$ cat src/rtl/swt_pkg.sv
// Shared types and constants of the shell word tokenizer.
// Holds result codes, quote modes and the result bundle passed from lexer to emitter.
// No dependencies.
`default_nettype none

package swt_pkg;

  localparam int SPAN_W       = 13;
  localparam int MAX_LINE_DEF = 4096;

  localparam logic [1:0] KIND_BYTE = 2'd0;
  localparam logic [1:0] KIND_WEND = 2'd1;
  localparam logic [1:0] KIND_EOL  = 2'd2;

  localparam logic [1:0] QM_NONE   = 2'd0;
  localparam logic [1:0] QM_SINGLE = 2'd1;
  localparam logic [1:0] QM_DOUBLE = 2'd2;

  // slot order inside a bundle, which is also the delivery order
  localparam int HIT_BYTE = 0;
  localparam int HIT_WEND = 1;
  localparam int HIT_EOL  = 2;
  localparam int HIT_N    = 3;

  typedef struct packed {
    logic [HIT_N-1:0]  hit;
    logic [7:0]        content;
    logic [SPAN_W-1:0] word_start;
    logic [SPAN_W-1:0] word_end;
    logic [1:0]        qmode;
    logic              expand;
    logic [SPAN_W-1:0] line_len;
    logic              complete;
  } swt_bundle_t;

endpackage

`default_nettype wire

$ cat src/rtl/swt_in_if.sv
// Input channel of the shell word tokenizer: one command line byte per transfer.
// Valid/ready handshake; depends on nothing.
`default_nettype none

interface swt_in_if;
  logic       valid;
  logic       ready;
  logic [7:0] char_byte;
  logic       byte_valid;
  logic       line_end;

  modport source (output valid, output char_byte, output byte_valid, output line_end,
                  input ready);
  modport sink   (input valid, input char_byte, input byte_valid, input line_end,
                  output ready);
endinterface

`default_nettype wire

$ cat src/rtl/swt_out_if.sv
// Result channel of the shell word tokenizer: one result per transfer.
// Valid/ready handshake; field widths from swt_pkg.
`default_nettype none

interface swt_out_if;
  logic                      valid;
  logic                      ready;
  logic [1:0]                result_kind;
  logic [7:0]                content_byte;
  logic [swt_pkg::SPAN_W-1:0] span_start;
  logic [swt_pkg::SPAN_W-1:0] span_end;
  logic [1:0]                quote_mode;
  logic                      expandable;
  logic                      line_complete;
  logic                      last_of_run;

  modport source (output valid, output result_kind, output content_byte, output span_start,
                  output span_end, output quote_mode, output expandable,
                  output line_complete, output last_of_run, input ready);
  modport sink   (input valid, input result_kind, input content_byte, input span_start,
                  input span_end, input quote_mode, input expandable,
                  input line_complete, input last_of_run, output ready);
endinterface

`default_nettype wire

$ cat src/rtl/swt_lexer.sv
// Input register, lexer state and single-pass decode of one byte into a result bundle.
// Depends on swt_pkg and swt_in_if.
`default_nettype none

module swt_lexer #(
  parameter int MAX_LINE = swt_pkg::MAX_LINE_DEF
) (
  input  wire logic                 clk,
  input  wire logic                 rst_n,
  swt_in_if.sink                    in_ch,
  output swt_pkg::swt_bundle_t      bnd,
  output logic                      bnd_valid,
  input  wire logic                 bnd_ready
);
  import swt_pkg::*;

  localparam int POS_W = $clog2(MAX_LINE + 1);
  localparam int EXT_W = SPAN_W + POS_W;
  localparam logic [POS_W-1:0] POS_MAX = POS_W'(MAX_LINE);

  localparam logic [1:0] MODE_IDLE = 2'd0;
  localparam logic [1:0] MODE_WORD = 2'd1;
  localparam logic [1:0] MODE_SQ   = 2'd2;
  localparam logic [1:0] MODE_DQ   = 2'd3;

  localparam logic [7:0] CH_SQUOTE = 8'h27;
  localparam logic [7:0] CH_DQUOTE = 8'h22;
  localparam logic [7:0] CH_BSLASH = 8'h5C;
  localparam logic [7:0] CH_SPACE  = 8'h20;
  localparam logic [7:0] CH_TAB    = 8'h09;
  localparam logic [7:0] CH_CR     = 8'h0D;

  function automatic logic is_space(input logic [7:0] c);
    return (c == CH_SPACE) || (c >= CH_TAB && c <= CH_CR);
  endfunction

  function automatic logic [SPAN_W-1:0] to_span(input logic [POS_W-1:0] p);
    logic [EXT_W-1:0] e;
    e = {{SPAN_W{1'b0}}, p};
    return e[SPAN_W-1:0];
  endfunction

  // input register
  logic       a_valid_r;
  logic [7:0] a_byte_r;
  logic       a_bvalid_r;
  logic       a_lend_r;
  logic       a_fire;

  // line state
  logic [1:0]       mode_r, mode_nxt;
  logic             esc_r, esc_nxt;
  logic [POS_W-1:0] pos_r, pos_nxt;
  logic [POS_W-1:0] ws_r, ws_nxt;
  logic             sq_r, sq_nxt;
  logic             me_r, me_nxt;

  logic [1:0]       cur_mode;
  logic             unclosed;
  logic [POS_W-1:0] wend_pos;
  swt_bundle_t      bnd_c;

  assign in_ch.ready = !a_valid_r || a_fire;
  assign bnd_valid   = a_valid_r && (|bnd_c.hit);
  assign a_fire      = a_valid_r && (!(|bnd_c.hit) || bnd_ready);
  assign bnd         = bnd_c;

  always_ff @(posedge clk) begin
    if (!rst_n) begin
      a_valid_r <= 1'b0;
    end else if (in_ch.ready) begin
      a_valid_r <= in_ch.valid;
    end
  end

  always_ff @(posedge clk) begin
    if (in_ch.ready && in_ch.valid) begin
      a_byte_r   <= in_ch.char_byte;
      a_bvalid_r <= in_ch.byte_valid;
      a_lend_r   <= in_ch.line_end;
    end
  end

  always_comb begin
    mode_nxt = mode_r;
    esc_nxt  = esc_r;
    pos_nxt  = pos_r;
    ws_nxt   = ws_r;
    sq_nxt   = sq_r;
    me_nxt   = me_r;
    cur_mode = mode_r;
    unclosed = 1'b0;
    wend_pos = pos_r;
    bnd_c    = '0;
    bnd_c.content = a_byte_r;

    if (a_bvalid_r) begin
      if (!(mode_r == MODE_IDLE && is_space(a_byte_r))) begin
        if (mode_r == MODE_IDLE) begin
          // open a new word at this byte
          ws_nxt   = pos_r;
          sq_nxt   = 1'b0;
          me_nxt   = 1'b1;
          cur_mode = MODE_WORD;
        end
        unique case (cur_mode)
          MODE_WORD: begin
            if (esc_r) begin
              esc_nxt = 1'b0;
              bnd_c.hit[HIT_BYTE] = 1'b1;
            end else if (a_byte_r == CH_SQUOTE) begin
              sq_nxt   = 1'b1;
              me_nxt   = 1'b0;
              mode_nxt = MODE_SQ;
            end else if (a_byte_r == CH_DQUOTE) begin
              sq_nxt   = 1'b1;
              me_nxt   = 1'b1;
              mode_nxt = MODE_DQ;
            end else if (a_byte_r == CH_BSLASH) begin
              // trailing backslash stays literal
              if (a_lend_r) bnd_c.hit[HIT_BYTE] = 1'b1;
              else          esc_nxt = 1'b1;
            end else if (is_space(a_byte_r)) begin
              bnd_c.hit[HIT_WEND] = 1'b1;
              mode_nxt = MODE_IDLE;
            end else begin
              bnd_c.hit[HIT_BYTE] = 1'b1;
              mode_nxt = MODE_WORD;
            end
          end
          MODE_SQ: begin
            if (a_byte_r == CH_SQUOTE) mode_nxt = MODE_WORD;
            else                       bnd_c.hit[HIT_BYTE] = 1'b1;
          end
          MODE_DQ: begin
            if (esc_r) begin
              esc_nxt = 1'b0;
              bnd_c.hit[HIT_BYTE] = 1'b1;
            end else if (a_byte_r == CH_DQUOTE) begin
              mode_nxt = MODE_WORD;
            end else begin
              bnd_c.hit[HIT_BYTE] = 1'b1;
              if (a_byte_r == CH_BSLASH && !a_lend_r) esc_nxt = 1'b1;
            end
          end
          default: begin
            mode_nxt = mode_r;
          end
        endcase
        if (cur_mode == MODE_WORD && mode_r == MODE_IDLE && !bnd_c.hit[HIT_WEND]
            && mode_nxt == MODE_IDLE) begin
          mode_nxt = MODE_WORD;
        end
      end
      if (pos_r != POS_MAX) pos_nxt = pos_r + 1'b1;
    end

    if (a_lend_r) begin
      // a backslash held over from the previous byte is the line's last byte
      if (esc_nxt && mode_nxt == MODE_WORD) begin
        bnd_c.hit[HIT_BYTE] = 1'b1;
        bnd_c.content       = CH_BSLASH;
      end
      unclosed = (mode_nxt == MODE_SQ) || (mode_nxt == MODE_DQ);
      if (mode_nxt != MODE_IDLE) begin
        bnd_c.hit[HIT_WEND] = 1'b1;
        wend_pos = pos_nxt;
      end
      bnd_c.hit[HIT_EOL] = 1'b1;
      bnd_c.line_len     = to_span(pos_nxt);
      bnd_c.complete     = !unclosed;
    end

    bnd_c.word_start = to_span(ws_nxt);
    bnd_c.word_end   = to_span(wend_pos);
    bnd_c.qmode      = sq_nxt ? (me_nxt ? QM_DOUBLE : QM_SINGLE) : QM_NONE;
    bnd_c.expand     = me_nxt;

    if (a_lend_r) begin
      mode_nxt = MODE_IDLE;
      esc_nxt  = 1'b0;
      pos_nxt  = '0;
      ws_nxt   = '0;
      sq_nxt   = 1'b0;
      me_nxt   = 1'b1;
    end
  end

  always_ff @(posedge clk) begin
    if (!rst_n) begin
      mode_r <= MODE_IDLE;
      esc_r  <= 1'b0;
      pos_r  <= '0;
      ws_r   <= '0;
      sq_r   <= 1'b0;
      me_r   <= 1'b1;
    end else if (a_fire) begin
      mode_r <= mode_nxt;
      esc_r  <= esc_nxt;
      pos_r  <= pos_nxt;
      ws_r   <= ws_nxt;
      sq_r   <= sq_nxt;
      me_r   <= me_nxt;
    end
  end

`ifndef SYNTHESIS
  a_line_reset: assert property (@(posedge clk) disable iff (!rst_n)
    a_fire && a_lend_r |=> mode_r == MODE_IDLE && pos_r == '0 && !esc_r)
    else $error("line state not cleared after line end");

  a_pos_bound: assert property (@(posedge clk) disable iff (!rst_n)
    pos_r <= POS_MAX && ws_r <= pos_r)
    else $error("position out of range");

  a_esc_mode: assert property (@(posedge clk) disable iff (!rst_n)
    esc_r |-> mode_r == MODE_WORD || mode_r == MODE_DQ)
    else $error("escape pending outside a word or double quotes");
`endif

endmodule

`default_nettype wire

$ cat src/rtl/swt_emitter.sv
// Result register of the shell word tokenizer: holds one bundle and sends its results in order.
// Depends on swt_pkg and swt_out_if.
`default_nettype none

module swt_emitter (
  input  wire logic                 clk,
  input  wire logic                 rst_n,
  input  wire swt_pkg::swt_bundle_t bnd,
  input  wire logic                 bnd_valid,
  output logic                      bnd_ready,
  swt_out_if.source                 out_ch
);
  import swt_pkg::*;

  logic [HIT_N-1:0] mask_r, mask_nxt;
  swt_bundle_t      held_r;
  logic [HIT_N-1:0] pick;
  logic             out_fire;
  logic             last;

  assign pick     = mask_r & (~mask_r + 1'b1);
  assign last     = (mask_r & ~pick) == '0;
  assign out_fire = out_ch.valid && out_ch.ready;
  assign bnd_ready = (mask_r == '0) || (out_fire && last);

  always_comb begin
    mask_nxt = mask_r;
    if (out_fire) mask_nxt = mask_r & ~pick;
    if (bnd_valid && bnd_ready) mask_nxt = bnd.hit;
  end

  always_ff @(posedge clk) begin
    if (!rst_n) begin
      mask_r <= '0;
    end else begin
      mask_r <= mask_nxt;
    end
  end

  always_ff @(posedge clk) begin
    if (bnd_valid && bnd_ready) held_r <= bnd;
  end

  always_comb begin
    out_ch.valid         = |mask_r;
    out_ch.last_of_run   = last;
    out_ch.result_kind   = KIND_BYTE;
    out_ch.content_byte  = '0;
    out_ch.span_start    = '0;
    out_ch.span_end      = '0;
    out_ch.quote_mode    = QM_NONE;
    out_ch.expandable    = 1'b0;
    out_ch.line_complete = 1'b0;
    if (pick[HIT_BYTE]) begin
      out_ch.content_byte = held_r.content;
    end else if (pick[HIT_WEND]) begin
      out_ch.result_kind = KIND_WEND;
      out_ch.span_start  = held_r.word_start;
      out_ch.span_end    = held_r.word_end;
      out_ch.quote_mode  = held_r.qmode;
      out_ch.expandable  = held_r.expand;
    end else if (pick[HIT_EOL]) begin
      out_ch.result_kind   = KIND_EOL;
      out_ch.span_start    = held_r.line_len;
      out_ch.span_end      = held_r.line_len;
      out_ch.line_complete = held_r.complete;
    end
  end

`ifndef SYNTHESIS
  a_load_free: assert property (@(posedge clk) disable iff (!rst_n)
    bnd_valid && bnd_ready |-> mask_r == '0 || (out_fire && $countones(mask_r) == 1))
    else $error("bundle loaded over pending results");

  a_keep_run: assert property (@(posedge clk) disable iff (!rst_n)
    out_fire && !out_ch.last_of_run |=> out_ch.valid)
    else $error("run ended before its last result");

  a_eol_last: assert property (@(posedge clk) disable iff (!rst_n)
    out_ch.valid && out_ch.result_kind == KIND_EOL |-> out_ch.last_of_run)
    else $error("end of line not last of its run");
`endif

endmodule

`default_nettype wire

$ cat src/rtl/shell_word_tokenizer_core.sv
// Shell word tokenizer: splits a command line, one byte per transfer, into word results.
// Top level; instantiates swt_lexer and swt_emitter, uses swt_pkg and the channel interfaces.
//
// Usage:
//   in_ch  carries char_byte, byte_valid and line_end; a transfer with byte_valid low
//          and line_end high closes the line without a byte, one with both low is a no-op.
//   out_ch carries one result per transfer: content byte, word end (span, quote mode,
//          expandable) or end of line (length, complete); last_of_run marks the final
//          result caused by one input transfer.
//   Path: an item's first result passes the input register, then the result register.
//   Throughput: one item per cycle while each item causes at most one result and
//   out_ch.ready stays high; an item with several results holds the result register
//   until all are sent, one result per cycle while out_ch.ready is high. An item that
//   causes no result never waits on the output. A new item is taken while the results
//   of the previous one wait at the output.
//   Stall: with out_ch.ready low the pending result holds, the lexer holds one item,
//   and in_ch.ready drops once both registers are full.
//   Reset: synchronous, active low; returns the lexer to the start of a line and empties
//   both registers. No clearing pass.
//   MAX_LINE sets the saturating position counter width; span fields are 13 bits.
`default_nettype none

module shell_word_tokenizer_core #(
  parameter int MAX_LINE = swt_pkg::MAX_LINE_DEF
) (
  input  wire logic clk,
  input  wire logic rst_n,
  swt_in_if.sink    in_ch,
  swt_out_if.source out_ch
);
  import swt_pkg::*;

  swt_bundle_t bnd;
  logic        bnd_valid;
  logic        bnd_ready;

  swt_lexer #(
    .MAX_LINE (MAX_LINE)
  ) u_lexer (
    .clk       (clk),
    .rst_n     (rst_n),
    .in_ch     (in_ch),
    .bnd       (bnd),
    .bnd_valid (bnd_valid),
    .bnd_ready (bnd_ready)
  );

  swt_emitter u_emitter (
    .clk       (clk),
    .rst_n     (rst_n),
    .bnd       (bnd),
    .bnd_valid (bnd_valid),
    .bnd_ready (bnd_ready),
    .out_ch    (out_ch)
  );

endmodule

`default_nettype wire

$ cat src/flat_wrapper.sv
// flat-port wrapper written by rule: the top's interface ports become plain ports
module shell_word_tokenizer_core_flat import swt_pkg::*;
#(
  parameter int MAX_LINE = swt_pkg::MAX_LINE_DEF
)
  (clk, rst_n, in_ch_valid, in_ch_char_byte, in_ch_byte_valid, in_ch_line_end, in_ch_ready, out_ch_valid, out_ch_result_kind, out_ch_content_byte, out_ch_span_start, out_ch_span_end, out_ch_quote_mode, out_ch_expandable, out_ch_line_complete, out_ch_last_of_run, out_ch_ready);
  swt_in_if in_ch_i ();
  swt_out_if out_ch_i ();
  input  wire logic clk;
  input  wire logic rst_n;
  input wire logic [$bits(in_ch_i.valid)-1:0] in_ch_valid;
  input wire logic [$bits(in_ch_i.char_byte)-1:0] in_ch_char_byte;
  input wire logic [$bits(in_ch_i.byte_valid)-1:0] in_ch_byte_valid;
  input wire logic [$bits(in_ch_i.line_end)-1:0] in_ch_line_end;
  output wire logic [$bits(in_ch_i.ready)-1:0] in_ch_ready;
  output wire logic [$bits(out_ch_i.valid)-1:0] out_ch_valid;
  output wire logic [$bits(out_ch_i.result_kind)-1:0] out_ch_result_kind;
  output wire logic [$bits(out_ch_i.content_byte)-1:0] out_ch_content_byte;
  output wire logic [$bits(out_ch_i.span_start)-1:0] out_ch_span_start;
  output wire logic [$bits(out_ch_i.span_end)-1:0] out_ch_span_end;
  output wire logic [$bits(out_ch_i.quote_mode)-1:0] out_ch_quote_mode;
  output wire logic [$bits(out_ch_i.expandable)-1:0] out_ch_expandable;
  output wire logic [$bits(out_ch_i.line_complete)-1:0] out_ch_line_complete;
  output wire logic [$bits(out_ch_i.last_of_run)-1:0] out_ch_last_of_run;
  input wire logic [$bits(out_ch_i.ready)-1:0] out_ch_ready;
  assign in_ch_i.valid = in_ch_valid;
  assign in_ch_i.char_byte = in_ch_char_byte;
  assign in_ch_i.byte_valid = in_ch_byte_valid;
  assign in_ch_i.line_end = in_ch_line_end;
  assign in_ch_ready = in_ch_i.ready;
  assign out_ch_valid = out_ch_i.valid;
  assign out_ch_result_kind = out_ch_i.result_kind;
  assign out_ch_content_byte = out_ch_i.content_byte;
  assign out_ch_span_start = out_ch_i.span_start;
  assign out_ch_span_end = out_ch_i.span_end;
  assign out_ch_quote_mode = out_ch_i.quote_mode;
  assign out_ch_expandable = out_ch_i.expandable;
  assign out_ch_line_complete = out_ch_i.line_complete;
  assign out_ch_last_of_run = out_ch_i.last_of_run;
  assign out_ch_i.ready = out_ch_ready;
  shell_word_tokenizer_core #(.MAX_LINE(MAX_LINE)) u_core (.clk(clk), .rst_n(rst_n), .in_ch(in_ch_i), .out_ch(out_ch_i));
endmodule
$ cat config.mk
export PLATFORM = sky130hd
export DESIGN_NAME = shell_word_tokenizer_core_flat
export DESIGN_NICKNAME = d
export VERILOG_FILES = /design/src/rtl/swt_pkg.sv /design/src/rtl/swt_in_if.sv /design/src/rtl/swt_out_if.sv /design/src/rtl/swt_lexer.sv /design/src/rtl/swt_emitter.sv /design/src/rtl/shell_word_tokenizer_core.sv /design/src/flat_wrapper.sv
export SDC_FILE = /design/constraint.sdc
export NUM_CORES = 1
export LEC_CHECK = 0
export BUFFER_PORTS_ARGS = -buffer_cell sky130_fd_sc_hd__buf_4
export CAP_MARGIN = 20
export CORE_ASPECT_RATIO = 1.4
export CORE_MARGIN = 5
export CORE_UTILIZATION = 50
export DETAILED_ROUTE_END_ITERATION = 10
export HOLD_SLACK_MARGIN = 0.1
export PLACE_DENSITY = 0.7
export SYNTH_ARGS = -nofsm -noshare
export SYNTH_HDL_FRONTEND = slang
export SYNTH_HIERARCHICAL = 1
export SYNTH_SLANG_ARGS = --single-unit
$ cat constraint.sdc
create_clock -name clk -period 3.9 [get_ports clk]
set_input_delay 0.195 -clock clk [delete_from_list [all_inputs] [get_ports clk]]
set_output_delay 0.195 -clock clk [all_outputs]
set_load 0.01 [all_outputs]
Word level (Yosys, flattened, before mapping)
Cells that the tools add are included.

storage, ports and cells
  register bits = 96
  memory bits (read-only) = 0
  memories kept = 0
  bits in writable memories = 0
  bits in latches = 0
  logic and storage cells = 163
  output and inout port bits = 43

cells by class
  shifts and indexed selects = 0
  add/subtract/negate cells = 2
  div/mod/pow operators = 0
  reduce and logical (&&, ||, !) cells = 31
  mux-type cells = 95
  equality and inequality tests = 11
  $mul = 0
  $lt $le $gt $ge = 2
  bitwise gates (word level) = 4

operators by type and width
  operator                 count
  $mux W13                 14
  $mux W2                  26
  $mux W1                  47
  $eq A8 B6 Y1 const B     3
  $add A13 B1 Y13 const B  1
  $logic_and A1 B1 Y1      13
  $ne A13 B13 Y1 const B   1
  $mux W11                 1
  $mux W9                  1
  $eq A2 B2 Y1 const B     4
  $eq A8 B7 Y1 const B     1
  $ge A8 B4 Y1 const B     1
  $le A8 B4 Y1 const B     1
  $mux W8                  1
  $and A3 B3 Y3            2
  $logic_not A3 Y1         2
  $mux W3                  2
  $not A3 Y3               2
  $pmux W2 S3              1
  $reduce_or A3 Y1         2
  $logic_not A1 Y1         5
  $logic_or A1 B1 Y1       5
  $eq A2 B1 Y1 const B     2
  $logic_not A2 Y1         2
  4 further kinds          5

Depth between registers and ports, before layout
Gate-level depths: netlist of the first run.

  word-level depth = 27
  mapped depth = 11

Modules after synthesis
The synthesis of the first run kept the hierarchy.

modules (own cells, without submodules)
  module       instances  area an instance (um2)  cells an instance
  swt_lexer    1          3061.7                  344
  swt_emitter  1          2124.5                  135

Least setup slack after synthesis of the first run
OpenSTA, ideal clock, no wires.

  kind = reg-to-reg
  from = register u_core.u_lexer.a_byte_r[3]
  to = register u_core/u_emitter/held_r[0] in the netlist's numbering, enable pin
  required time = 3.486 ns
  data arrival time = 3.122 ns
  cell stages (with the launch flop) = 8
  setup slack = 0.364 ns
  path through = edfxtp_1 > or4b_4 > a2111oi_2 > a31oi_1 > a31oi_1 > nor2_1 > nor2_1 > and2_1

between the ends
  cells in the longest elaborated chain, start to end = 24
  elaborated cells between the ends (all ways) = 64
  those cells by class = order compare: 2; eq/ne: 5; mux: 44; reduce/logical: 13

ends and longest elaborated chain
  item                                                                   line                             source
  start: declaration                                                     swt_lexer.sv:45                  logic [7:0] a_byte_r;
  start signal: assignment                                               swt_lexer.sv:78                  a_byte_r <= in_ch.char_byte;
  parallel branches: the longest is 20 deep, another holds $ge A8 B4 Y1  n/a
  $mux W11 *                                                             swt_lexer.sv:158                 if (a_lend_r) begin
  $reduce_or A3 Y1 *                                                     swt_lexer.sv:64                  assign bnd_valid = a_valid_r && (|bnd_c.hit);
  $logic_and A1 B1 Y1 *                                                  swt_lexer.sv:64
  net u_core.bnd_valid                                                   shell_word_tokenizer_core.sv:34  logic bnd_valid;
  $logic_and A1 B1 Y1 *                                                  swt_emitter.sv:41                if (bnd_valid && bnd_ready) held_r <= bnd;
  end signal: assignment                                                 swt_emitter.sv:41
  end: declaration                                                       swt_emitter.sv:16                swt_bundle_t held_r;

Mark *: on every way through the listed nets, which the timed path passes. The select of a mux whose other input is x is not followed.
A chain may end at the register's enable or synchronous reset.

Final worst setup path of the first run
  from = register u_core.u_lexer.a_byte_r[2]
  to = register u_core/u_emitter/held_r[46] in the netlist's numbering, enable pin

The elaborated chain is that of the path after synthesis.

==> impl_metrics.py, run 1 <==
metrics = {
    "floorplanning": {
        "io_pins": 57,
        "die_h_um": 131,
        "die_x_um": 96.1,
        "core-area_sq_um": 10200,
        "num_rows": 44,
        "fp.dieArea_sq_um": 12500,
        "initial_utilization": 0.506,
    },
    "sta": {
        "timing.final.crit_share": 0.802,
        "finalHoldViolCount": 0,
        "fin_tns_setup_ns": 0,
        "max_slew.worst_pin.slew_ns": 0.845,
        "fin_worst_hold_slack_ns": 0.168,
        "drv_slew": 0,
        "max_freq_mhz": 320,
        "min_period_ns": 3.13,
        "rsz0062_at_grt": "false",
        "slew-limit-headroom": 0.436,
        "setup_viol": 0,
        "fin_worst_skew_ns": 0.00910,
    },
    "setup_path": {
        "ff2ff_path_depth": 8,
        "setup.worst_path.end": "u_core/u_emitter/held_r[46]",
        "cp.arrival_ns": 3.15,
        "startpoint_type": "register",
        "worstPathRequired_ns": 3.92,
        "worst-r2r-setup-slack_ns": 0.77,
        "cp_slowest_cell": "or4b_4",
        "crit_start": "u_core/u_lexer/a_byte_r[2]",
        "endpoint_kind": "register",
        "reg2reg_to": "u_core/u_emitter/held_r[46]",
        "r2r_start": "u_core/u_lexer/a_byte_r[2]",
        "path_class": "reg -> reg",
        "worstPathMaxFanout": 51,
        "worstPathCellList": "or4b_4 -> a2111oi_2 -> a31oi_1 -> a31oi_1 -> nor2_1 -> nor2_1 -> and2_2 -> buf_12",
        "slowest_delay_ns": 0.62,
    },
    "yosys": {
        "synth_top_area_share": 0.353,
        "synth_seq_area_share": 0.488,
        "yosysUniqueCellTypes": 77,
        "yosys_warnings": 6,
        "synth.area.top_cells": "edfxtp_1 35%, dfxtp_1 14%, a22o_1 6.6%, mux2_2 3.0%, xnor2_1 2.9%",
        "syn-num-nets": 495,
        "ys_ff_latch": 96,
        "synth_common_cells": "61 x edfxtp_1, 39 x a22o_1, 36 x nand2_1, 36 x nor2_1, 35 x dfxtp_1",
        "synth_edf_count": 61,
        "netlist_area_sq_um": 5190,
        "syn_inst": 479,
        "async_flop_share": 0,
        "synth.most_common_cell": "edfxtp_1",
        "syn_avg_cell_area_sq_um": 10.8,
        "yosys.area.top_type": "edfxtp_1",
        "synthFlopType": "edfxtp_1",
    },
    "global_route": {
        "grt_pass1_wl_um": 19200,
        "grt_max_degree": 52,
        "antenna_found_initial": 0,
        "grt_pass1_vias": 3967,
        "grtUsageTotal": 0.200,
        "gr-total-overflow": 0,
    },
    "clock_network": {
        "cts.sinks": 96,
        "cts_tree": "done",
        "cts_setup_buffers": 0,
        "htree_levels": 3,
        "cts_made_buffers": 9,
        "clk_transition_reported_paths_ns": 0.06,
        "root_buffer": "clkbuf_16",
        "clk_latency_ns": 0.34,
        "ctsResizeCount": 0,
        "clockBufferDepth": 2,
    },
    "placed_design": {
        "gp_congestion": 0.865,
        "placed_cells": 641,
        "io_buffer_count": 56,
        "post-dp-hpwl_um": 8370,
    },
    "layout": {
        "final_nets": 541,
        "layout-drive-gt1-share": 0.230,
        "fin_cells": 668,
        "multi_input_area_sq_um": 2290,
        "diodes": 0,
        "area_growth_pct": 14.3,
        "regArea_sq_um": 2530,
        "nFillCells": 903,
        "utilization": 0.579,
    },
    "power": {
        "p_leak_nw": 2.20,
        "design_power_total_mw": 2.17,
        "ir_drop_v": 0.000205,
        "power_density_nw_per_um2": 366,
    },
    "job": {
        "drv_cap": 0,
    },
    "worst_hold_path": {
        "hold_class": "in -> reg",
        "hold_start": "rst_n",
    },
    "detailed_routing": {
        "num_vias": 3857,
        "first_pass_iters": 4,
        "vias_per_cell": 5.77,
        "wl_um": 12100,
        "drc_errors": 0,
        "drtIter0Drc": 211,
        "wl_per_cell_um": 18.1,
        "ant_nets": 0,
    },
    "status": {
        "status": "completed",
    },
}
## stage by stage
| step | cell area, sq um | worst slack [ns] |
|---|---|---|
| global placement | 5530 | 0.876 |
| detailed placement | 5530 | 0.798 |
| CTS | 5930 | 0.785 |
| finish | 5930 | 0.774 |
| global route | 5930 | 0.597 |
| floorplan | 5190 | 0.364 |
## how the worst min path moves through the flow
stage	endpoint	slack (ns)	cells past startpoint
final	u_core/u_emitter/mask_r[2]	0.17	2
after global routing	u_core/u_emitter/mask_r[2]	0.18	2
after CTS	u_core/u_emitter/mask_r[2]	0.16	2
after detailed placement	u_core/u_lexer/a_byte_r[4]	0.37	1
after global placement	u_core/u_lexer/a_lend_r	0.37	1
after floorplan	u_core/u_lexer/a_bvalid_r	0.29	0
## critical path, delay by kind of cell, from the launching register on
kind / cells / cell delay, ns
AOI/OAI and AO/OA: 3 / 0.81
and+or+nand+nor: 4 / 1.14
DFF: 1 / 0.55
buffers and inverters: 1 / 0.26
## sequential cells by signal, indices dropped and copies added (netlist names)
| register | cells |
|---|---|
| u_core/u_lexer/sq_r | 1 |
| u_core/u_lexer/me_r | 1 |
| u_core/u_lexer/a_bvalid_r | 1 |
| u_core/u_lexer/pos_r | 13 |
| u_core/u_lexer/mode_r | 2 |
| u_core/u_lexer/a_lend_r | 1 |
| u_core/u_lexer/a_valid_r | 1 |
| u_core/u_emitter/mask_r | 3 |
| u_core/u_emitter/held_r | 51 |
| u_core/u_lexer/ws_r | 13 |
| u_core/u_lexer/a_byte_r | 8 |
| u_core/u_lexer/esc_r | 1 |
## repair_timing
action	in CTS	in global routing
hold buffers	11	0
setup endpoints to repair	0	0
endpoints found under the hold margin	11	0
## cell usage in the layout, fill, tap and decap left out, types with 4 or more instances in the layout
master and count:
a21oi_1 16, a22o_1 39, and2_1 16, buf_4 61, clkbuf_16 9, dfxtp_1 35, dlygate4sd3_1 11, edfxtp_1 61
inv_1 12, mux2_2 14, nand2_1 36, nand3_1 19, nand4_1 6, nor2_1 36, nor2b_1 8, nor3_1 8
o21ai_0 7, o22ai_1 10, o31a_1 4, o31ai_1 4, or2_1 6, or3_1 4, or4_1 4, xnor2_1 17
xor2_1 6
## logic make-up (layout without fill, tap and decap cells)
family / after synthesis / in the layout / share of synthesized area
compound gates: 118 / 118 / 0.184
flops: 96 / 96 / 0.488
xor+xnor: 23 / 23 / 0.0388
buf+inv: 53 / 104 / 0.0695
fa+ha+maj: 3 / 3 / 0.00700
mux: 14 / 14 / 0.0304
simple gates: 172 / 172 / 0.182
## layout make-up
class                      count  share of cell area
sequential                    96               0.427
multi-input combinational    330               0.387
timing repair buffer          73              0.0992
clock buffer                  11              0.0410
tap                          138              0.0291
inverter                      15             0.00950
clock inverter                 5             0.00655
## layer usage
layer	up-vias	track usage	routed length [um]
li1	1864	-	-
met1	1863	0.210	4520
met2	103	0.380	6770
met3	27	0.0286	465
met4	0	0.0972	303
met5	-	0	0
## power breakdown
group | internal, mW | switching (mW) | total (mW)
combinational | 0.0805 | 0.109 | 0.189
clock | 0.455 | 0.379 | 0.834
sequential | 1.12 | 0.0287 | 1.15
Note: power is estimated with default switching activity, not from simulation.
==> run 2: changes to the inputs <==
clock period = 3.2 ns   (was 3.9 ns; I/O delays follow)
==> run 2 against run 1 <==
Compared with the run above: global-route usage is 0.78 points lower; highest routed layer unchanged; count of clock-buffer cells in the layout is the same; largest power group unchanged; fmax is 5.5% higher; clock power grew 24%; critical path type unchanged; critical endpoint is now u_core/u_emitter/mask_r[0]; combinational power is 29% higher; largest cell class unchanged; sequential share of layout area decreased by 0.30 points.
==> impl_metrics.py, run 2 (synthesis results as in run 1) <==
metrics = {
    "layout": {
        "final_nets": 547,
        "reg_top3": "u_core/u_emitter/held_r: 51 flops, u_core/u_lexer/pos_r: 13 flops, u_core/u_lexer/ws_r: 13 flops",
        "diodes": 0,
        "final_area_sq_um": 5970,
        "largest_reg_flops": 51,
        "final_common_cell": "buf_4",
        "area_growth_pct": 15.1,
        "layout-drive-gt1-share": 0.232,
        "fin_cells": 673,
        "mostFrequentLayoutCells": "67 x buf_4, 61 x edfxtp_1, 39 x a22o_1",
        "regMostFlops": "u_core/u_emitter/held_r",
    },
    "sta": {
        "timing.final.crit_share": 0.926,
        "max_slew.worst_pin.slew_ns": 0.622,
        "drv_slew": 0,
        "max_freq_mhz": 338,
        "fin_tns_setup_ns": 0,
        "min_period_ns": 2.96,
        "fin_worst_skew_ns": 0.00763,
        "setup_viol": 0,
        "fin_worst_hold_slack_ns": 0.130,
        "slew-limit-headroom": 0.585,
        "rsz0062_at_grt": "false",
        "finalHoldViolCount": 0,
    },
    "power": {
        "ir_drop_v": 0.000356,
        "p_leak_nw": 2.23,
        "power_density_nw_per_um2": 445,
        "design_power_total_mw": 2.66,
    },
    "clock_network": {
        "clockBufferDepth": 2,
        "clk_latency_ns": 0.34,
        "clk_transition_reported_paths_ns": 0.06,
        "htree_levels": 3,
        "cts_made_buffers": 9,
        "cts_tree": "done",
        "root_buffer": "clkbuf_16",
        "cts_setup_buffers": 0,
        "cts.sinks": 96,
    },
    "setup_path": {
        "endpoint_kind": "register",
        "r2r_start": "u_core/u_lexer/a_byte_r[0]",
        "cp.arrival_ns": 3.19,
        "worstPathRequired_ns": 3.43,
        "reg2reg_to": "u_core/u_emitter/mask_r[0]",
        "startpoint_type": "register",
        "ff2ff_path_depth": 9,
        "path_class": "reg -> reg",
        "worstPathMaxFanout": 11,
        "worst-r2r-setup-slack_ns": 0.24,
    },
    "detailed_routing": {
        "num_vias": 3866,
        "drtIter0Drc": 232,
        "ant_nets": 0,
        "vias_per_cell": 5.74,
        "wl_per_cell_um": 17.0,
        "wl_um": 11400,
        "first_pass_iters": 4,
        "drc_errors": 0,
    },
    "global_route": {
        "grt_max_degree": 52,
        "gr-total-overflow": 0,
        "grt_pass1_wl_um": 18600,
        "grtUsageTotal": 0.192,
        "grt_pass1_vias": 3875,
        "antenna_found_initial": 0,
    },
    "placed_design": {
        "io_buffer_count": 56,
        "post-dp-hpwl_um": 8130,
        "gp_congestion": 0.913,
        "dpl_cell_area_sq_um": 5580,
        "placed_cells": 647,
    },
    "floorplanning": {
        "num_rows": 44,
        "io_pins": 57,
        "initial_utilization": 0.506,
        "fp.dieArea_sq_um": 12500,
        "core-area_sq_um": 10200,
        "die_h_um": 131,
        "die_x_um": 96.1,
    },
    "worst_hold_path": {
        "hold_class": "in -> reg",
        "holdPathEnd": "u_core/u_lexer/a_valid_r",
        "whs_path_depth": 3,
        "hold_start": "rst_n",
    },
    "status": {
        "status": "completed",
    },
    "job": {
        "drv_cap": 0,
    },
}
run 2: cell count changes in the layout (fill, tap and decap cells not counted):
cell | before | now
clkbuf_1 | 1 | 2
buf_4 | 61 | 67
clkinv_1 | 1 | 3
clkinvlp_4 | 1 | 0
bufinv_16 | 0 | 1
clkbuf_8 | 1 | 0
clkinv_2 | 1 | 0
inv_6 | 2 | 0
run 2: layout make-up:
| type | instances | area, sq um |
|---|---|---|
| repair buffers | 79 | 633 |
| fillers | 909 | 4270 |
| well taps | 138 | 173 |
| multi-input cells | 330 | 2290 |
| inverters | 15 | 56.3 |
| flip-flops and latches | 96 | 2530 |
| clock buffers | 11 | 233 |
| clock inverters | 4 | 46.3 |
run 2: worst max-delay path, stage by stage (launching register included):
cell      delay (ns)
edfxtp_1        0.53
or4b_4          0.56
a211o_1         0.37
nand3_4         0.16
nor3_1          0.08
a221o_1         0.29
o211a_1         0.25
or2_1           0.26
and3_1          0.16
a32o_1          0.21
run 2: per-layer routing:
metal	vias up	GRT usage	part of all wire
met5	-	0	0
met4	0	0.0821	0.022
met3	22	0.0332	0.045
met2	104	0.360	0.55
met1	1865	0.208	0.38
li1	1875	-	-
run 2: what timing repair did:
action | CTS | global route
setup endpoints to repair | 0 | 0
resized for setup | 0 | 0
hold buffers | 11 | 0
endpoints found under the hold margin | 11 | 0
run 2: worst max path at each step:
stage,depth (start not counted),end,from,slack [ns]
floorplan,7,u_core/u_emitter/held_r[0],u_core/u_lexer/a_byte_r[3],0.21
global placement,9,u_core/u_emitter/mask_r[0],u_core/u_lexer/a_byte_r[0],0.32
detailed placement,7,u_core/u_lexer/a_byte_r[6],u_core/u_lexer/a_byte_r[4],0.24
CTS,7,u_core/u_lexer/a_byte_r[5],u_core/u_lexer/a_byte_r[4],0.23
global route,9,u_core/u_emitter/mask_r[0],u_core/u_lexer/a_byte_r[4],0.06
finish,9,u_core/u_emitter/mask_r[0],u_core/u_lexer/a_byte_r[0],0.24
run 2: power breakdown:
part	internal [mW]	total (mW)	leakage (nW)	switching, mW
Clock	0.598	1.03	0.135	0.428
Sequential	1.36	1.39	0.828	0.0249
Combinational	0.103	0.244	1.27	0.141
Total	2.06	2.66	2.23	0.594
run 2: stage by stage:
stage	util	setup slack [ns]
finish	0.583	0.237
global route	0.583	0.0643
CTS	0.583	0.228
detailed placement	0.545	0.241
global placement	0.545	0.323
floorplan	-	0.206
